--- src/sv/brc_pkg.sv ---
`timescale 1ns / 1ps
`default_nettype none

package brc_pkg;

  // Seed and coefficient constants of the recurrence
  localparam logic [7:0]  SEED_ADD  = 8'd7;
  localparam logic [7:0]  ALPHA_MUL = 8'd17;
  localparam logic [7:0]  BETA_MUL  = 8'd31;
  localparam logic [15:0] MOD_TERM  = 16'hFFFF;
  // 65535*257 + 1: lifts any negative difference (plus the wrap offset) above zero
  localparam logic [26:0] NEG_BIAS  = 27'(65535 * 257 + 1);

  // Classified byte as it travels from the front to the back
  typedef struct packed {
    logic [7:0] data_byte;
    logic       first;
    logic       last;
    logic [7:0] alpha;
    logic [7:0] beta;
  } cmd_t;

endpackage

`default_nettype wire

--- src/sv/byte_recurrence_checksum_top.sv ---
// Byte recurrence checksum.
// Input stream: s_tdata carries one message byte per transaction, s_tuser set
// marks the first byte of a message and s_tlast the final one. Output stream:
// m_tdata carries the 16-bit checksum (0..65534), one transaction per final byte.
// A byte is taken every cycle while the command queue has room. It is written
// into the queue at its accepting edge; the back end pops it once it is at the
// head of the queue, and its checksum, if any, is registered into m_tdata at
// that pop. Sustained throughput is one byte per cycle while the receiver keeps
// up; the term update (two small multiplies, a subtract and a fold modulo 65535)
// is combinational and feeds back into itself.
// Reset clears the queue, sets both terms to 1 and the position to 0, and drops
// any pending result. When the receiver stalls, the checksum stays in the
// output register; bytes that are not final keep flowing, a final byte waits
// in the queue, and s_tready falls once QUEUE_DEPTH commands are waiting.
`timescale 1ns / 1ps
`default_nettype none

module byte_recurrence_checksum_top #(
  parameter int QUEUE_DEPTH = 2
) (
  input  wire logic        clk,
  input  wire logic        rst,
  input  wire logic        s_tvalid,
  output logic             s_tready,
  input  wire logic [7:0]  s_tdata,   // [7:0] data_byte
  input  wire logic        s_tuser,   // [0] first
  input  wire logic        s_tlast,
  output logic             m_tvalid,
  input  wire logic        m_tready,
  output logic [15:0]      m_tdata    // [15:0] checksum
);

  brc_pkg::cmd_t front_cmd;
  brc_pkg::cmd_t q_cmd;
  logic          accept;
  logic          q_ready;
  logic          q_valid;
  logic          q_pop;

  assign s_tready = q_ready;
  assign accept   = s_tvalid && q_ready;

  brc_front u_front (
    .clk       (clk),
    .rst       (rst),
    .accept    (accept),
    .data_byte (s_tdata),
    .first     (s_tuser),
    .last      (s_tlast),
    .cmd       (front_cmd)
  );

  brc_queue #(
    .DEPTH (QUEUE_DEPTH)
  ) u_queue (
    .clk       (clk),
    .rst       (rst),
    .push      (accept),
    .push_cmd  (front_cmd),
    .in_ready  (q_ready),
    .pop       (q_pop),
    .pop_cmd   (q_cmd),
    .out_valid (q_valid)
  );

  brc_back u_back (
    .clk       (clk),
    .rst       (rst),
    .cmd_valid (q_valid),
    .cmd       (q_cmd),
    .pop       (q_pop),
    .m_tvalid  (m_tvalid),
    .m_tready  (m_tready),
    .m_tdata   (m_tdata)
  );

`ifndef SYNTHESIS
  // A checksum is always reduced below the modulus
  a_reduced: assert property (@(posedge clk) disable iff (rst)
    m_tvalid |-> (m_tdata != 16'hFFFF))
    else $error("checksum not reduced");

  // A final byte leaving the queue always produces a result
  a_emit: assert property (@(posedge clk) disable iff (rst)
    (q_pop && q_cmd.last) |=> m_tvalid)
    else $error("final byte produced no result");

  // Backpressure on the input only when the queue holds work
  a_full: assert property (@(posedge clk) disable iff (rst)
    !s_tready |-> q_valid)
    else $error("input stalled with empty queue");

  // Nothing leaves an empty queue
  a_pop: assert property (@(posedge clk) disable iff (rst)
    q_pop |-> q_valid)
    else $error("pop from empty queue");
`endif

endmodule

`default_nettype wire

--- src/sv/brc_front.sv ---
`timescale 1ns / 1ps
`default_nettype none

module brc_front (
  input  wire logic        clk,
  input  wire logic        rst,
  input  wire logic        accept,
  input  wire logic [7:0]  data_byte,
  input  wire logic        first,
  input  wire logic        last,
  output brc_pkg::cmd_t    cmd
);

  logic [7:0]  position;
  logic [15:0] alpha_prod;
  logic [15:0] beta_prod;

  // Derive the position coefficients for this byte
  assign alpha_prod = position * brc_pkg::ALPHA_MUL;
  assign beta_prod  = position * brc_pkg::BETA_MUL;

  always_comb begin
    cmd.data_byte = data_byte;
    cmd.first     = first;
    cmd.last      = last;
    cmd.alpha     = alpha_prod[7:0];
    cmd.beta      = beta_prod[7:0];
  end

  // Advance the byte position; a first byte restarts it
  always_ff @(posedge clk) begin
    if (rst) begin
      position <= 8'd0;
    end else if (accept) begin
      if (first) begin
        position <= 8'd1;
      end else begin
        position <= 8'(position + 8'd1);
      end
    end
  end

endmodule

`default_nettype wire

--- src/sv/brc_queue.sv ---
`timescale 1ns / 1ps
`default_nettype none

module brc_queue #(
  parameter int DEPTH = 2
) (
  input  wire logic          clk,
  input  wire logic          rst,
  input  wire logic          push,
  input  wire brc_pkg::cmd_t push_cmd,
  output logic               in_ready,
  input  wire logic          pop,
  output brc_pkg::cmd_t      pop_cmd,
  output logic               out_valid
);

  localparam int PW = (DEPTH > 1) ? $clog2(DEPTH) : 1;
  localparam int CW = $clog2(DEPTH + 1);

  brc_pkg::cmd_t   entries [DEPTH];
  logic [PW-1:0]   wr_ptr;
  logic [PW-1:0]   rd_ptr;
  logic [CW-1:0]   count;

  assign in_ready  = (count != CW'(DEPTH));
  assign out_valid = (count != '0);
  assign pop_cmd   = entries[rd_ptr];

  // Store incoming commands
  always_ff @(posedge clk) begin
    if (push) begin
      entries[wr_ptr] <= push_cmd;
    end
  end

  // Track pointers and fill level
  always_ff @(posedge clk) begin
    if (rst) begin
      wr_ptr <= '0;
      rd_ptr <= '0;
      count  <= '0;
    end else begin
      if (push) begin
        wr_ptr <= (wr_ptr == PW'(DEPTH - 1)) ? '0 : PW'(wr_ptr + 1'b1);
      end
      if (pop) begin
        rd_ptr <= (rd_ptr == PW'(DEPTH - 1)) ? '0 : PW'(rd_ptr + 1'b1);
      end
      if (push && !pop) begin
        count <= CW'(count + 1'b1);
      end else if (pop && !push) begin
        count <= CW'(count - 1'b1);
      end
    end
  end

endmodule

`default_nettype wire

--- src/sv/brc_back.sv ---
`timescale 1ns / 1ps
`default_nettype none

module brc_back (
  input  wire logic          clk,
  input  wire logic          rst,
  input  wire logic          cmd_valid,
  input  wire brc_pkg::cmd_t cmd,
  output logic               pop,
  output logic               m_tvalid,
  input  wire logic          m_tready,
  output logic [15:0]        m_tdata
);

  logic [15:0]        older_term;
  logic [15:0]        newer_term;
  logic [15:0]        newer_next;
  logic [8:0]         factor;
  logic [24:0]        plus;
  logic [23:0]        minus;
  logic signed [26:0] diff;
  logic [26:0]        adj;
  logic [16:0]        fold;
  logic [15:0]        term;
  logic               out_free;

  // Pop unless a final byte would overwrite a waiting result
  assign out_free = !m_tvalid || m_tready;
  assign pop      = cmd_valid && (!cmd.last || out_free);

  // Form the difference of the two products
  assign factor = {1'b0, cmd.data_byte} + {1'b0, cmd.alpha};
  assign plus   = factor * newer_term;
  assign minus  = cmd.beta * older_term;
  assign diff   = $signed({2'b00, plus}) - $signed({3'b000, minus});

  // Reduce modulo 65535; a wrapped negative difference gains one
  always_comb begin
    adj  = diff[26] ? 27'($unsigned(diff) + brc_pkg::NEG_BIAS) : $unsigned(diff);
    fold = {7'd0, adj[25:16]} + {1'b0, adj[15:0]};
    if (fold >= {1'b0, brc_pkg::MOD_TERM}) begin
      term = 16'(fold - {1'b0, brc_pkg::MOD_TERM});
    end else begin
      term = fold[15:0];
    end
    if (cmd.first) begin
      newer_next = 16'(cmd.data_byte) + 16'(brc_pkg::SEED_ADD);
    end else begin
      newer_next = term;
    end
  end

  // Shift the terms on each transaction
  always_ff @(posedge clk) begin
    if (rst) begin
      older_term <= 16'd1;
      newer_term <= 16'd1;
    end else if (pop) begin
      older_term <= cmd.first ? 16'd1 : newer_term;
      newer_term <= newer_next;
    end
  end

  // Hold the checksum until it is taken
  always_ff @(posedge clk) begin
    if (rst) begin
      m_tvalid <= 1'b0;
    end else if (pop && cmd.last) begin
      m_tvalid <= 1'b1;
    end else if (m_tready) begin
      m_tvalid <= 1'b0;
    end
  end

  always_ff @(posedge clk) begin
    if (pop && cmd.last) begin
      m_tdata <= newer_next;
    end
  end

endmodule

`default_nettype wire

--- config.mk ---
export PLATFORM = sky130hd
export DESIGN_NAME = byte_recurrence_checksum_top
export DESIGN_NICKNAME = d
export VERILOG_FILES = /design/src/sv/brc_pkg.sv /design/src/sv/byte_recurrence_checksum_top.sv /design/src/sv/brc_front.sv /design/src/sv/brc_queue.sv /design/src/sv/brc_back.sv
export SDC_FILE = /design/constraint.sdc
export NUM_CORES = 1
export LEC_CHECK = 0
export BUFFER_PORTS_ARGS = -buffer_cell sky130_fd_sc_hd__clkbuf_2
export CORE_ASPECT_RATIO = 1.1
export CORE_MARGIN = 2
export CORE_UTILIZATION = 50
export DETAILED_ROUTE_END_ITERATION = 10
export PLACE_DENSITY_LB_ADDON = 0.1
export SYNTH_ARGS = -nofsm -noshare
export SYNTH_HDL_FRONTEND = slang
export SYNTH_HIERARCHICAL = 1
export SYNTH_SLANG_ARGS = --single-unit
--- constraint.sdc ---
create_clock -name clk -period 13.3 [get_ports clk]
set_input_delay 1.995 -clock clk [delete_from_list [all_inputs] [get_ports clk]]
set_output_delay 1.995 -clock clk [all_outputs]
set_load 0.005 [all_outputs]
==> metrics <==
reg2reg setup slack approximately 0.9 ns; first-pass GRT wire length around 67000 µm; via count 11756; actual slew at the worst max-slew pin 0.978 ns; drt pass-1 iters 5; chip height 193 µm; final-stage net count approximately 2100; core area ~0.032 mm²; DRC viols 0; most frequent cells in the layout inv_1, fa_1, nand2_1; fmax around 81 MHz; Hold Crit Depth 2; maximum capacitance violations 0; hold_buf cts 0; mapped cell area 0.0162 mm²; final-report setup violation count 0; clock transition at the registers of the reported paths ~0.060 ns; Synth async-reset ratio 0%; max-slew violation count 0; clock latency at the later pin of the worst-skew pair between 0.4 and 0.5 ns; relative slew slack roughly 34%; Resized Gates After CTS 0; worst min-delay path category reg -> reg; Root Driver clkbuf_16; Fin. Hold Viols 0; 1st-iter DRT viols about 600; largest net degree at the start of global routing 39; ANT nets after route 0; vias in the first global route between 10000 and 15000; syn_area_per_cell about 9.1 µm²; worst reg2reg path depth 42; via density per instance approximately 5.3; Worst Path Max Fanout 13; area grow syn2layout 6.99%; CTS buffer count 17; number of synthesized flops with an enable pin between 60 and 70; ant diodes 0; status complete, no violations; count of unique library cells instantiated by Yosys 74; CP Launch Type flip-flop; setup repair bufs after CTS 0; Crit Reg-Reg Endpoint u_back/m_tdata[8]; clk buf depth 2; Global Route Usage Sum 25.7%; most common cell after layout, fill and taps aside inv_1; proportion of layout cells with a drive suffix above 1 under 10%; post-layout util 53.9%; Clock Sinks 114; synthesis-stage register bit count 114; Cell Rows slightly below 70; gpl congestion 0.927; Area after DPL between 0.015 and 0.02 mm²; crit path capture u_back/m_tdata[8]; Syn Inst Count approximately 1800; I/O pin count 32; skew final 0.0123 ns; CP Class reg -> reg; Port Buffers 31; yosys warns 6; Fin Setup TNS 0 ns; slowest stage delay, CP approximately 0.54 ns; most used flip-flop cell after synthesis edfxtp_1; minimum clock period 12.40 ns; DP HPWL roughly 33000 µm; RSZ-0062 raised after global routing no; routed len/inst approximately 18 µm; Routed WL 40300 µm; Mapped Nets between 2000 and 2500; CTS tree done; Slowest-stage cell, CP fa_1; register area share after synthesis between 10% and 20%; WP data arrival roughly 13 ns; final critical-path share of the clock period between 90% and 100%; Crit path top cell by count fa_1; Layout Cell Area excl Fill 0.0173 mm²; Initial Util about half; global route overflow 0; DIE AREA 0.0338 mm²; die width roughly 180 µm; H-tree depth 4; WP data required between 10 and 15 ns; Worst setup EP type flip-flop; antenna violations before repair 0
==> sequential cells by signal (all words and copies together) (netlist names), named ones only <==
register           cells
u_back/older_term     16
u_back/m_tvalid        1
u_queue/entries       52
u_queue/count          2
u_back/m_tdata        16
u_front/position       8
u_queue/wr_ptr         1
u_back/newer_term     16
u_queue/rd_ptr         1
==> area by class of cell <==
type,count,area (µm²)
multi-input combinational,1222,11500
timing repair buffer,56,343
fill,3022,14800
sequential,114,2960
clock inverter,13,185
clock buffer,19,433
tap,426,533
inverter,348,1310
==> synthesized netlist by cell type, drive strengths merged (3+ instances only) <==
| library cell | n | share of area (%) |
|---|---|---|
| a211oi | 13 | 0.63 |
| a21o | 14 | 0.65 |
| a21oi | 69 | 2.2 |
| a311oi | 3 | 0.20 |
| a31oi | 7 | 0.36 |
| a41oi | 3 | 0.16 |
| and2 | 134 | 5.2 |
| and3 | 25 | 0.97 |
| buf | 27 | 1.1 |
| clkbuf | 60 | 1.4 |
| dfxtp | 46 | 5.7 |
| edfxtp | 68 | 13 |
| fa | 237 | 29 |
| ha | 117 | 9.1 |
| inv | 347 | 8.1 |
| mux2 | 26 | 1.8 |
| mux2i | 7 | 0.43 |
| nand2 | 184 | 4.3 |
| nand2b | 27 | 1.0 |
| nand3 | 27 | 0.84 |
| nand3b | 4 | 0.19 |
| nand4 | 9 | 0.35 |
| nor2 | 71 | 1.6 |
| nor2b | 11 | 0.43 |
| nor3 | 24 | 0.80 |
| nor3b | 8 | 0.37 |
| nor4 | 8 | 0.35 |
| o211ai | 8 | 0.37 |
| o21a | 7 | 0.32 |
| o21ai | 30 | 0.95 |
| o21bai | 12 | 0.56 |
| o22ai | 3 | 0.12 |
| o31a | 5 | 0.27 |
| or2 | 5 | 0.19 |
| or3 | 9 | 0.35 |
| xnor2 | 62 | 3.4 |
| xor2 | 24 | 1.3 |
==> through the flow <==
step	setup slack, ns	std cells	hold slack (ns)
4_1_cts	0.408	2198	0.511
6_report	0.899	2198	0.506
5_1_grt	0.0145	2198	0.571
2_1_floorplan	1.80	1771	0.461
3_5_place_dp	0.490	2166	0.501
3_3_place_gp	0.824	2166	0.485
==> worst min-delay path by stage <==
| stage | start | end |
|---|---|---|
| CTS | u_queue/count[1] | u_queue/count[1] |
| floorplan | u_queue/count[1] | u_queue/count[1] |
| detailed placement | u_queue/count[1] | u_queue/count[1] |
| global placement | u_queue/count[1] | u_queue/count[1] |
| finish | u_queue/count[1] | u_queue/count[1] |
| global route | u_queue/rd_ptr | u_queue/rd_ptr |
==> cell families after synthesis <==
family / synth area share (%)
DFF: 18.3
adders and majority gates: 38.5
buffers and inverters: 10.6
muxes: 2.24
xor gates and xnor gates: 4.66
AOI/OAI and AO/OA: 8.35
and+or+nand+nor: 17.3
==> critical path, delay by kind of cell, from the launching register on <==
family                   cells  cell delay, ns
buffers and inverters        2            0.11
multiplexers                 1            0.41
AND/OR/NAND/NOR             10            2.23
flip-flops                   1            0.51
adder cells (fa/ha/maj)     10            4.48
XOR/XNOR                     2            0.35
AO/OA/AOI/OAI               17            4.03
==> per-layer routing <==
layer / share of wire [%] / wire length [µm] / vias up / global-route usage [%]
met2: 51 / 20600 / 275 / 46.2
met5: 0 / 0 / - / 0
li1: - / - / 5529 / -
met3: 3.8 / 1540 / 62 / 2.96
met4: 2.4 / 948 / 0 / 7.63
met1: 43 / 17300 / 5890 / 32.8
Power is not shown: default switching activity piles up to over one toggle a cycle in this logic, so the estimate is an artifact.
